### config.mk
export PLATFORM = sky130hd
export DESIGN_NAME = motor_pi_velocity_loop
export DESIGN_NICKNAME = d
export VERILOG_FILES = /design/src/hw/rtl/pvl_pkg.sv /design/src/hw/rtl/pvl_in_stage.sv /design/src/hw/rtl/pvl_core.sv /design/src/hw/rtl/motor_pi_velocity_loop.sv
export SDC_FILE = /design/constraint.sdc
export NUM_CORES = 2
export LEC_CHECK = 0
export BUFFER_PORTS_ARGS = -buffer_cell sky130_fd_sc_hd__buf_4
export CORE_AREA = 2 2 388 390
export DETAILED_ROUTE_END_ITERATION = 6
export DIE_AREA = 0 0 390 392
export HOLD_SLACK_MARGIN = 0.02
export PLACE_DENSITY = 0.45
export SYNTH_ARGS = -nofsm -noshare
export SYNTH_HDL_FRONTEND = slang
export SYNTH_SLANG_ARGS = --single-unit
export TNS_END_PERCENT = 100
### constraint.sdc
create_clock -name clk -period 23.9 [get_ports clk]
set_clock_uncertainty 0.1 [all_clocks]
set_input_delay 2.39 -clock clk [delete_from_list [all_inputs] [get_ports clk]]
set_output_delay 2.39 -clock clk [all_outputs]
set_load 0.1 [all_outputs]
### src/hw/rtl/pvl_pkg.sv
// ----------------------------------------------------------------------------
// pvl_pkg
// Shared types and constants for the motor PI velocity loop
// ----------------------------------------------------------------------------
package pvl_pkg;

    localparam int DemandWidth   = 16;
    localparam int PosWidth      = 16;
    localparam int GainWidth     = 16;
    localparam int DriveWidth    = 8;
    localparam int SumWidth      = 32;
    localparam int ErrWidth      = DemandWidth + 1;
    localparam int PropProdWidth = GainWidth + ErrWidth;
    localparam int IntProdWidth  = GainWidth + SumWidth;
    localparam int CmdWidth      = IntProdWidth + 1;

    // divide by five as multiply by 2^18/5 rounded up, then shift
    localparam int          RecipShift = 18;
    localparam logic [16:0] DemandRecip = 17'd52429;

    localparam logic signed [DriveWidth-1:0] DriveMax = 8'sd100;
    localparam logic signed [DriveWidth-1:0] DriveMin = -8'sd100;

    typedef enum logic {
        OpSample = 1'b0,
        OpTick   = 1'b1
    } op_t;

    typedef enum logic {
        RegPropGain     = 1'b0,
        RegIntegralGain = 1'b1
    } cfg_reg_t;

    typedef struct packed {
        op_t                           op;
        logic                          enc_a;
        logic signed [DemandWidth-1:0] target;
    } item_t;

    typedef struct packed {
        logic signed [GainWidth-1:0] prop;
        logic signed [GainWidth-1:0] integ;
    } gains_t;

endpackage

### src/hw/rtl/pvl_in_stage.sv
// ----------------------------------------------------------------------------
// pvl_in_stage
// Input register; scales the velocity demand by one fifth on the way in
// ----------------------------------------------------------------------------
module pvl_in_stage
(
    input  logic                                  clk,
    input  logic                                  rst_n,
    input  logic                                  in_valid,
    output logic                                  in_stall,
    input  logic                                  op,
    input  logic                                  enc_a,
    input  logic signed [pvl_pkg::DemandWidth-1:0] demand,
    input  logic                                  fire,
    output logic                                  item_valid,
    output pvl_pkg::item_t                        item
);

    logic                                   valid_reg;
    logic                                   valid_next;
    pvl_pkg::item_t                         item_reg;
    logic                                   accept;
    logic                                   neg;
    logic [pvl_pkg::DemandWidth-1:0]        mag;
    logic [32:0]                            prod;
    logic [pvl_pkg::DemandWidth-1:0]        quot;
    logic signed [pvl_pkg::DemandWidth-1:0] target;

    assign in_stall = valid_reg && !fire;
    assign accept   = in_valid && !in_stall;

    // truncating divide by five on the magnitude
    always_comb
    begin
        neg    = demand[pvl_pkg::DemandWidth-1];
        mag    = neg ? (-demand) : demand;
        prod   = 33'(mag) * 33'(pvl_pkg::DemandRecip);
        quot   = pvl_pkg::DemandWidth'(prod >> pvl_pkg::RecipShift);
        target = neg ? -$signed(quot) : $signed(quot);
    end

    always_comb
    begin
        valid_next = valid_reg;
        if (accept)
        begin
            valid_next = 1'b1;
        end
        else if (fire)
        begin
            valid_next = 1'b0;
        end
    end

    always_ff @(posedge clk or negedge rst_n)
    begin
        if (!rst_n)
        begin
            valid_reg <= 1'b0;
        end
        else
        begin
            valid_reg <= valid_next;
        end
    end

    always_ff @(posedge clk)
    begin
        if (accept)
        begin
            item_reg.op     <= pvl_pkg::op_t'(op);
            item_reg.enc_a  <= enc_a;
            item_reg.target <= target;
        end
    end

    assign item_valid = valid_reg;
    assign item       = item_reg;

endmodule

### src/hw/rtl/pvl_core.sv
// ----------------------------------------------------------------------------
// pvl_core
// Encoder counter, PI update and result registers
// ----------------------------------------------------------------------------
module pvl_core
(
    input  logic                                   clk,
    input  logic                                   rst_n,
    input  logic                                   item_valid,
    input  pvl_pkg::item_t                         item,
    input  pvl_pkg::gains_t                        gains,
    output logic                                   fire,
    output logic                                   out_valid,
    input  logic                                   out_stall,
    output logic signed [pvl_pkg::DriveWidth-1:0]  drive_out,
    output logic signed [pvl_pkg::PosWidth-1:0]    speed,
    output logic signed [pvl_pkg::PosWidth-1:0]    count
);

    logic                                     out_valid_reg;
    logic                                     out_valid_next;
    logic [pvl_pkg::PosWidth-1:0]             position_reg;
    logic [pvl_pkg::PosWidth-1:0]             position_next;
    logic [pvl_pkg::PosWidth-1:0]             prev_pos_reg;
    logic [pvl_pkg::PosWidth-1:0]             prev_pos_next;
    logic [pvl_pkg::SumWidth-1:0]             sum_reg;
    logic [pvl_pkg::SumWidth-1:0]             sum_next;
    logic                                     last_a_reg;
    logic                                     last_a_next;
    logic signed [pvl_pkg::DriveWidth-1:0]    drive_reg;
    logic signed [pvl_pkg::DriveWidth-1:0]    drive_next;
    logic [pvl_pkg::PosWidth-1:0]             speed_reg;
    logic [pvl_pkg::PosWidth-1:0]             speed_next;

    logic [pvl_pkg::PosWidth-1:0]             spd;
    logic signed [pvl_pkg::ErrWidth-1:0]      err;
    logic [pvl_pkg::SumWidth-1:0]             sum_new;
    logic signed [pvl_pkg::PropProdWidth-1:0] p_prod;
    logic signed [pvl_pkg::IntProdWidth-1:0]  i_prod;
    logic signed [pvl_pkg::CmdWidth-1:0]      cmd;

    assign fire = item_valid && (!out_valid_reg || !out_stall);

    // pi arithmetic for a control tick
    always_comb
    begin
        spd     = position_reg - prev_pos_reg;
        err     = $signed({item.target[pvl_pkg::DemandWidth-1], item.target})
                - $signed({spd[pvl_pkg::PosWidth-1], spd});
        sum_new = sum_reg + pvl_pkg::SumWidth'(err);
        p_prod  = gains.prop * err;
        i_prod  = gains.integ * $signed(sum_new);
        cmd     = pvl_pkg::CmdWidth'(p_prod) + pvl_pkg::CmdWidth'(i_prod);
    end

    always_comb
    begin
        position_next  = position_reg;
        prev_pos_next  = prev_pos_reg;
        sum_next       = sum_reg;
        last_a_next    = last_a_reg;
        drive_next     = drive_reg;
        speed_next     = speed_reg;
        out_valid_next = out_valid_reg;
        if (out_valid_reg && !out_stall)
        begin
            out_valid_next = 1'b0;
        end
        if (fire)
        begin
            out_valid_next = 1'b1;
            case (item.op)
                pvl_pkg::OpSample:
                begin
                    last_a_next = item.enc_a;
                    if (item.enc_a != last_a_reg)
                    begin
                        if (drive_reg > 0)
                        begin
                            position_next = position_reg + 1'b1;
                        end
                        else if (drive_reg < 0)
                        begin
                            position_next = position_reg - 1'b1;
                        end
                    end
                end
                pvl_pkg::OpTick:
                begin
                    speed_next    = spd;
                    prev_pos_next = position_reg;
                    sum_next      = sum_new;
                    if (cmd > pvl_pkg::CmdWidth'(pvl_pkg::DriveMax))
                    begin
                        drive_next = pvl_pkg::DriveMax;
                    end
                    else if (cmd < pvl_pkg::CmdWidth'(pvl_pkg::DriveMin))
                    begin
                        drive_next = pvl_pkg::DriveMin;
                    end
                    else
                    begin
                        drive_next = pvl_pkg::DriveWidth'(cmd);
                    end
                end
                default:
                begin
                    last_a_next = last_a_reg;
                end
            endcase
        end
    end

    always_ff @(posedge clk or negedge rst_n)
    begin
        if (!rst_n)
        begin
            out_valid_reg <= 1'b0;
            position_reg  <= '0;
            prev_pos_reg  <= '0;
            sum_reg       <= '0;
            last_a_reg    <= 1'b0;
            drive_reg     <= '0;
            speed_reg     <= '0;
        end
        else
        begin
            out_valid_reg <= out_valid_next;
            position_reg  <= position_next;
            prev_pos_reg  <= prev_pos_next;
            sum_reg       <= sum_next;
            last_a_reg    <= last_a_next;
            drive_reg     <= drive_next;
            speed_reg     <= speed_next;
        end
    end

    // state only moves when an item is taken, which a held result blocks, so it doubles as the result register
    assign out_valid = out_valid_reg;
    assign drive_out = drive_reg;
    assign speed     = $signed(speed_reg);
    assign count     = $signed(position_reg);

endmodule

### src/hw/rtl/motor_pi_velocity_loop.sv
// ----------------------------------------------------------------------------
// motor_pi_velocity_loop
// PI velocity loop with a single-channel encoder position counter
//
// channel   handshake             payload
// in        in_valid / in_stall   op, enc_a, demand
// out       out_valid / out_stall drive_out, speed, count
// cfg       cfg_valid / cfg_ready cfg_index, cfg_data
//
// one item per cycle unless out_stall holds a result; result registered after the input transfer
// (input register, then one pass through the counter and pi arithmetic)
// out_stall holds the result; one further item waits in the input register
// cfg_ready always high; reset sets gains to 0 and 1, all but the item to zero
// ----------------------------------------------------------------------------
module motor_pi_velocity_loop
(
    input  logic                                   clk,
    input  logic                                   rst_n,
    input  logic                                   in_valid,
    output logic                                   in_stall,
    input  logic                                   op,
    input  logic                                   enc_a,
    input  logic signed [pvl_pkg::DemandWidth-1:0] demand,
    output logic                                   out_valid,
    input  logic                                   out_stall,
    output logic signed [pvl_pkg::DriveWidth-1:0]  drive_out,
    output logic signed [pvl_pkg::PosWidth-1:0]    speed,
    output logic signed [pvl_pkg::PosWidth-1:0]    count,
    input  logic                                   cfg_valid,
    output logic                                   cfg_ready,
    input  logic                                   cfg_index,
    input  logic [pvl_pkg::GainWidth-1:0]          cfg_data
);

    pvl_pkg::gains_t gains_reg;
    pvl_pkg::gains_t gains_next;
    pvl_pkg::item_t  item;
    logic            item_valid;
    logic            fire;

    assign cfg_ready = 1'b1;

    always_comb
    begin
        gains_next = gains_reg;
        if (cfg_valid && cfg_ready)
        begin
            unique case (pvl_pkg::cfg_reg_t'(cfg_index))
                pvl_pkg::RegPropGain:     gains_next.prop  = $signed(cfg_data);
                pvl_pkg::RegIntegralGain: gains_next.integ = $signed(cfg_data);
                default:                  gains_next       = gains_reg;
            endcase
        end
    end

    always_ff @(posedge clk or negedge rst_n)
    begin
        if (!rst_n)
        begin
            gains_reg.prop  <= '0;
            gains_reg.integ <= pvl_pkg::GainWidth'(1);
        end
        else
        begin
            gains_reg <= gains_next;
        end
    end

    pvl_in_stage u_in_stage
    (
        .clk        (clk),
        .rst_n      (rst_n),
        .in_valid   (in_valid),
        .in_stall   (in_stall),
        .op         (op),
        .enc_a      (enc_a),
        .demand     (demand),
        .fire       (fire),
        .item_valid (item_valid),
        .item       (item)
    );

    pvl_core u_core
    (
        .clk        (clk),
        .rst_n      (rst_n),
        .item_valid (item_valid),
        .item       (item),
        .gains      (gains_reg),
        .fire       (fire),
        .out_valid  (out_valid),
        .out_stall  (out_stall),
        .drive_out  (drive_out),
        .speed      (speed),
        .count      (count)
    );

    // drive command stays inside its clip limits
    assert property (@(posedge clk) disable iff (!rst_n)
        out_valid |-> (drive_out <= pvl_pkg::DriveMax && drive_out >= pvl_pkg::DriveMin))
    else $error("drive command outside clip range");

    // input side only stalls behind a held result
    assert property (@(posedge clk) disable iff (!rst_n)
        in_stall |-> (out_valid && out_stall))
    else $error("input stalled without a held result");

    // a taken result with nothing queued leaves the output empty
    assert property (@(posedge clk) disable iff (!rst_n)
        (out_valid && !out_stall && !item_valid) |=> !out_valid)
    else $error("result repeated");

endmodule

==> metrics.txt <==
# TYPE chip_impl_metric gauge
chip_impl_metric{name="fmax",unit="MHz"} 58.90
chip_impl_metric{name="ys_types",unit=""} 110
chip_impl_metric{name="via_count_of_the_first_global_routing_pass",unit=""} 34532
chip_impl_metric{name="post_synth_edffs",unit=""} 18
chip_impl_metric{name="r2r_cells",unit=""} 53
chip_impl_metric{name="grtUsageTotal",unit="%"} 17.31
chip_impl_metric{name="cts_sinks",unit=""} 141
chip_impl_metric{name="cts.htree.levels",unit=""} 4
chip_impl_metric{name="detail-route-antenna-nets",unit=""} 0
chip_impl_info{name="root_buffer",value="sky130_fd_sc_hd__clkbuf_16"} 1
chip_impl_metric{name="layoutNonFillerInstCount",unit=""} 6820
chip_impl_metric{name="place.gp.congestion",unit=""} 0.8458
chip_impl_metric{name="drtPass1Iterations",unit=""} 5
chip_impl_metric{name="maxCapViolations",unit=""} 0
chip_impl_metric{name="drt-total-wl",unit="mm"} 126.3
chip_impl_metric{name="netlist_area",unit="sq mm"} 0.04442
chip_impl_info{name="synth_flop_cell",value="sky130_fd_sc_hd__dfrtp_1"} 1
chip_impl_metric{name="critical_path_required",unit="ns"} 24.19
chip_impl_metric{name="ys_seq_area_share",unit="%"} 8.148
chip_impl_metric{name="route.detailed.drc",unit=""} 0
chip_impl_metric{name="num_rows",unit=""} 142
chip_impl_metric{name="critical_path_peak_fanout",unit=""} 32
chip_impl_metric{name="first_pass_grt_wire_length",unit="mm"} 204.3
chip_impl_metric{name="netlist_instances",unit=""} 4868
chip_impl_metric{name="start_util",unit="%"} 29.84
chip_impl_metric{name="buffer_ports.inserted",unit=""} 81
chip_impl_metric{name="count_of_synthesis_stage_warnings_from_yosys",unit=""} 0
chip_impl_metric{name="timing_hold_violations_final",unit=""} 0
chip_impl_metric{name="chipHeight",unit="microns"} 392
chip_impl_metric{name="postCtsResizedCells",unit=""} 0
chip_impl_metric{name="fraction_of_final_layout_cells_with_drive_strength_greater_than_1",unit="%"} 6.358
chip_impl_info{name="rsz0062_at_grt",value="false"} 1
chip_impl_metric{name="grt_remaining_overflow",unit=""} 0
chip_impl_metric{name="post-cts-setup-buffer-count",unit=""} 0
chip_impl_metric{name="antenna-diode-count",unit=""} 0
chip_impl_info{name="worstSetupEndpointType",value="flip-flop"} 1
chip_impl_metric{name="clkLatencyLatePin",unit="ns"} 0.52
chip_impl_metric{name="hold_bufs_at_cts",unit=""} 0
chip_impl_metric{name="die_area",unit="sq mm"} 0.1529
chip_impl_metric{name="postSynthRegisterBits",unit=""} 141
chip_impl_metric{name="design.final.nets",unit=""} 6239
chip_impl_metric{name="fin_util",unit="%"} 32.26
chip_impl_metric{name="tritoncts.num_buffers",unit=""} 17
chip_impl_info{name="outcome",value="finished, final reports clean"} 1
chip_impl_metric{name="final-setup-viol-count",unit=""} 0
chip_impl_metric{name="width_of_the_die",unit="microns"} 390
chip_impl_metric{name="synth_nets",unit=""} 6244
chip_impl_metric{name="slew_headroom",unit="%"} 21.73
chip_impl_metric{name="num_io_pins",unit=""} 83
chip_impl_info{name="timing.critical_path.mode_cell",value="sky130_fd_sc_hd__fa_1"} 1
chip_impl_metric{name="syn2layout_area_growth",unit="%"} 8.106
chip_impl_metric{name="min_path_cells",unit=""} 2
chip_impl_info{name="synth.top_cells.by_area",value="sky130_fd_sc_hd__fa_1 43%, sky130_fd_sc_hd__ha_1 11%, sky130_fd_sc_hd__inv_1 9.6%"} 1
chip_impl_metric{name="grt_max_degree",unit=""} 78
chip_impl_metric{name="clk_pin_slew_worst_paths",unit="ns"} 0.08
chip_impl_metric{name="min_period",unit="ns"} 16.98
chip_impl_metric{name="initial_antenna_violation_count",unit=""} 3
chip_impl_metric{name="dp.final_hpwl",unit="mm"} 106.7
chip_impl_metric{name="fp.coreArea",unit="sq mm"} 0.1489
chip_impl_info{name="layout_common_cells",value="1131 x sky130_fd_sc_hd__inv_1, 950 x sky130_fd_sc_hd__fa_1, 645 x sky130_fd_sc_hd__nand2_1"} 1
chip_impl_info{name="final_common_cell",value="sky130_fd_sc_hd__inv_1"} 1
chip_impl_metric{name="setup_tns",unit="ns"} 0
chip_impl_metric{name="tightest_slew",unit="ns"} 1.166
chip_impl_metric{name="max_stage_delay",unit="ns"} 1.02
chip_impl_info{name="worst_setup_path_start_kind",value="flip-flop"} 1
chip_impl_info{name="worst-setup-path-type",value="reg2reg"} 1
chip_impl_metric{name="async_reset_ff_share",unit="%"} 87.23
chip_impl_info{name="synthDominantAreaCellType",value="sky130_fd_sc_hd__fa_1"} 1
chip_impl_info{name="cts_tree",value="built"} 1
chip_impl_info{name="worst_hold_path_type",value="reg2reg"} 1
chip_impl_metric{name="detail_route.wl_per_cell",unit="microns"} 18.52
chip_impl_metric{name="dr.first_iter.drc_count",unit=""} 1513
chip_impl_metric{name="dpl.cell_count",unit=""} 6788
chip_impl_metric{name="crit_arrival",unit="ns"} 17.27
chip_impl_metric{name="synth_top_area_share",unit="%"} 42.86
chip_impl_metric{name="vias_per_cell",unit=""} 4.663
chip_impl_metric{name="maximum_clock_path_buffer_count",unit=""} 2
chip_impl_metric{name="final_critical_path_share_of_the_clock_period",unit="%"} 71.04
chip_impl_metric{name="via_count",unit=""} 31801
chip_impl_metric{name="slew_viol_final",unit=""} 0
chip_impl_info{name="cpMaxStageDelayCell",value="sky130_fd_sc_hd__xnor2_1"} 1
chip_impl_metric{name="avgSynthCellArea",unit="sq um"} 9.126
## cells by family (layout without fill, tap and decap cells)
family          after synthesis  in the layout  synth area share, %
compound gates              499            499                7.424
fa+ha+maj                  1348           1348                53.98
flops                       141            141                8.148
simple gates               1360           1360                14.94
buf+inv                    1320           1328                11.33
mux                          40             40                1.005
other cells                   1              1             0.008441
xor+xnor                    159            159                3.171
## path summary, 6_finish.rpt
check	from	to	slack (ns)
max	u_core.count[0]	u_core.drive_out[2]	6.92
min	u_core.speed[15]	u_core.speed[15]	0.39
max reg2reg	u_core.count[0]	u_core.drive_out[2]	6.92
min reg2reg	u_core.speed[15]	u_core.speed[15]	0.39
max in group asynchronous	rst_n	u_core.sum_reg[16]	20.55
min in group asynchronous	rst_n	u_in_stage.item_valid	1.78
## worst max-delay path: cells and delay by family, from the launching register on
kind	cells	cell delay, ns
compound gates	21	4.93
xor+xnor	4	2.13
fa+ha+maj	14	6.21
buf+inv	6	0.80
flops	1	0.45
simple gates	8	2.18
## area by class of cell
type | instances | area [sq um]
sequential | 141 | 3628
inverter | 1134 | 4257
tap | 1944 | 2432
fill | 15644 | 100900
multi-input combinational | 3407 | 35870
clock buffer | 17 | 425.4
clock inverter | 15 | 187.7
timing repair buffer | 162 | 1220
## routing by layer
| metal | up-vias | share of wire, % | wire length (microns) | track usage (%) |
|---|---|---|---|---|
| li1 | 14794 | - | - | - |
| met1 | 16460 | 47 | 59160 | 23.63 |
| met2 | 451 | 49 | 62470 | 30.25 |
| met3 | 96 | 2.3 | 2908 | 1.267 |
| met4 | 0 | 1.4 | 1764 | 3.145 |
| met5 | - | 0 | 0 | 0 |
## per-stage QoR
step           area [sq um]  hold WS, ns  worst slack [ns]
2_1_floorplan         44420       0.3433             8.901
3_3_place_gp          47410       0.3669             7.154
3_5_place_dp          47410       0.3720             6.963
4_1_cts               48020       0.3928             6.904
5_1_grt               48020       0.4090             5.732
6_report              48020       0.3878             6.922
## Yosys cell counts (all sizes together), types with 31 or more instances
cell type  number
xor2           53
nor2b          43
mux2           37
nand2b         31
xnor2         105
a21o           51
a21oi         116
nand3          44
and2          301
o21ai         127
fa            951
dfrtp         122
nor3           41
ha            385
inv          1132
nor2          123
nand2         647
clkbuf        161
Power is left out: the tool's default activity adds up to more than one toggle a clock period on the data nets, which glitch-free logic cannot reach.
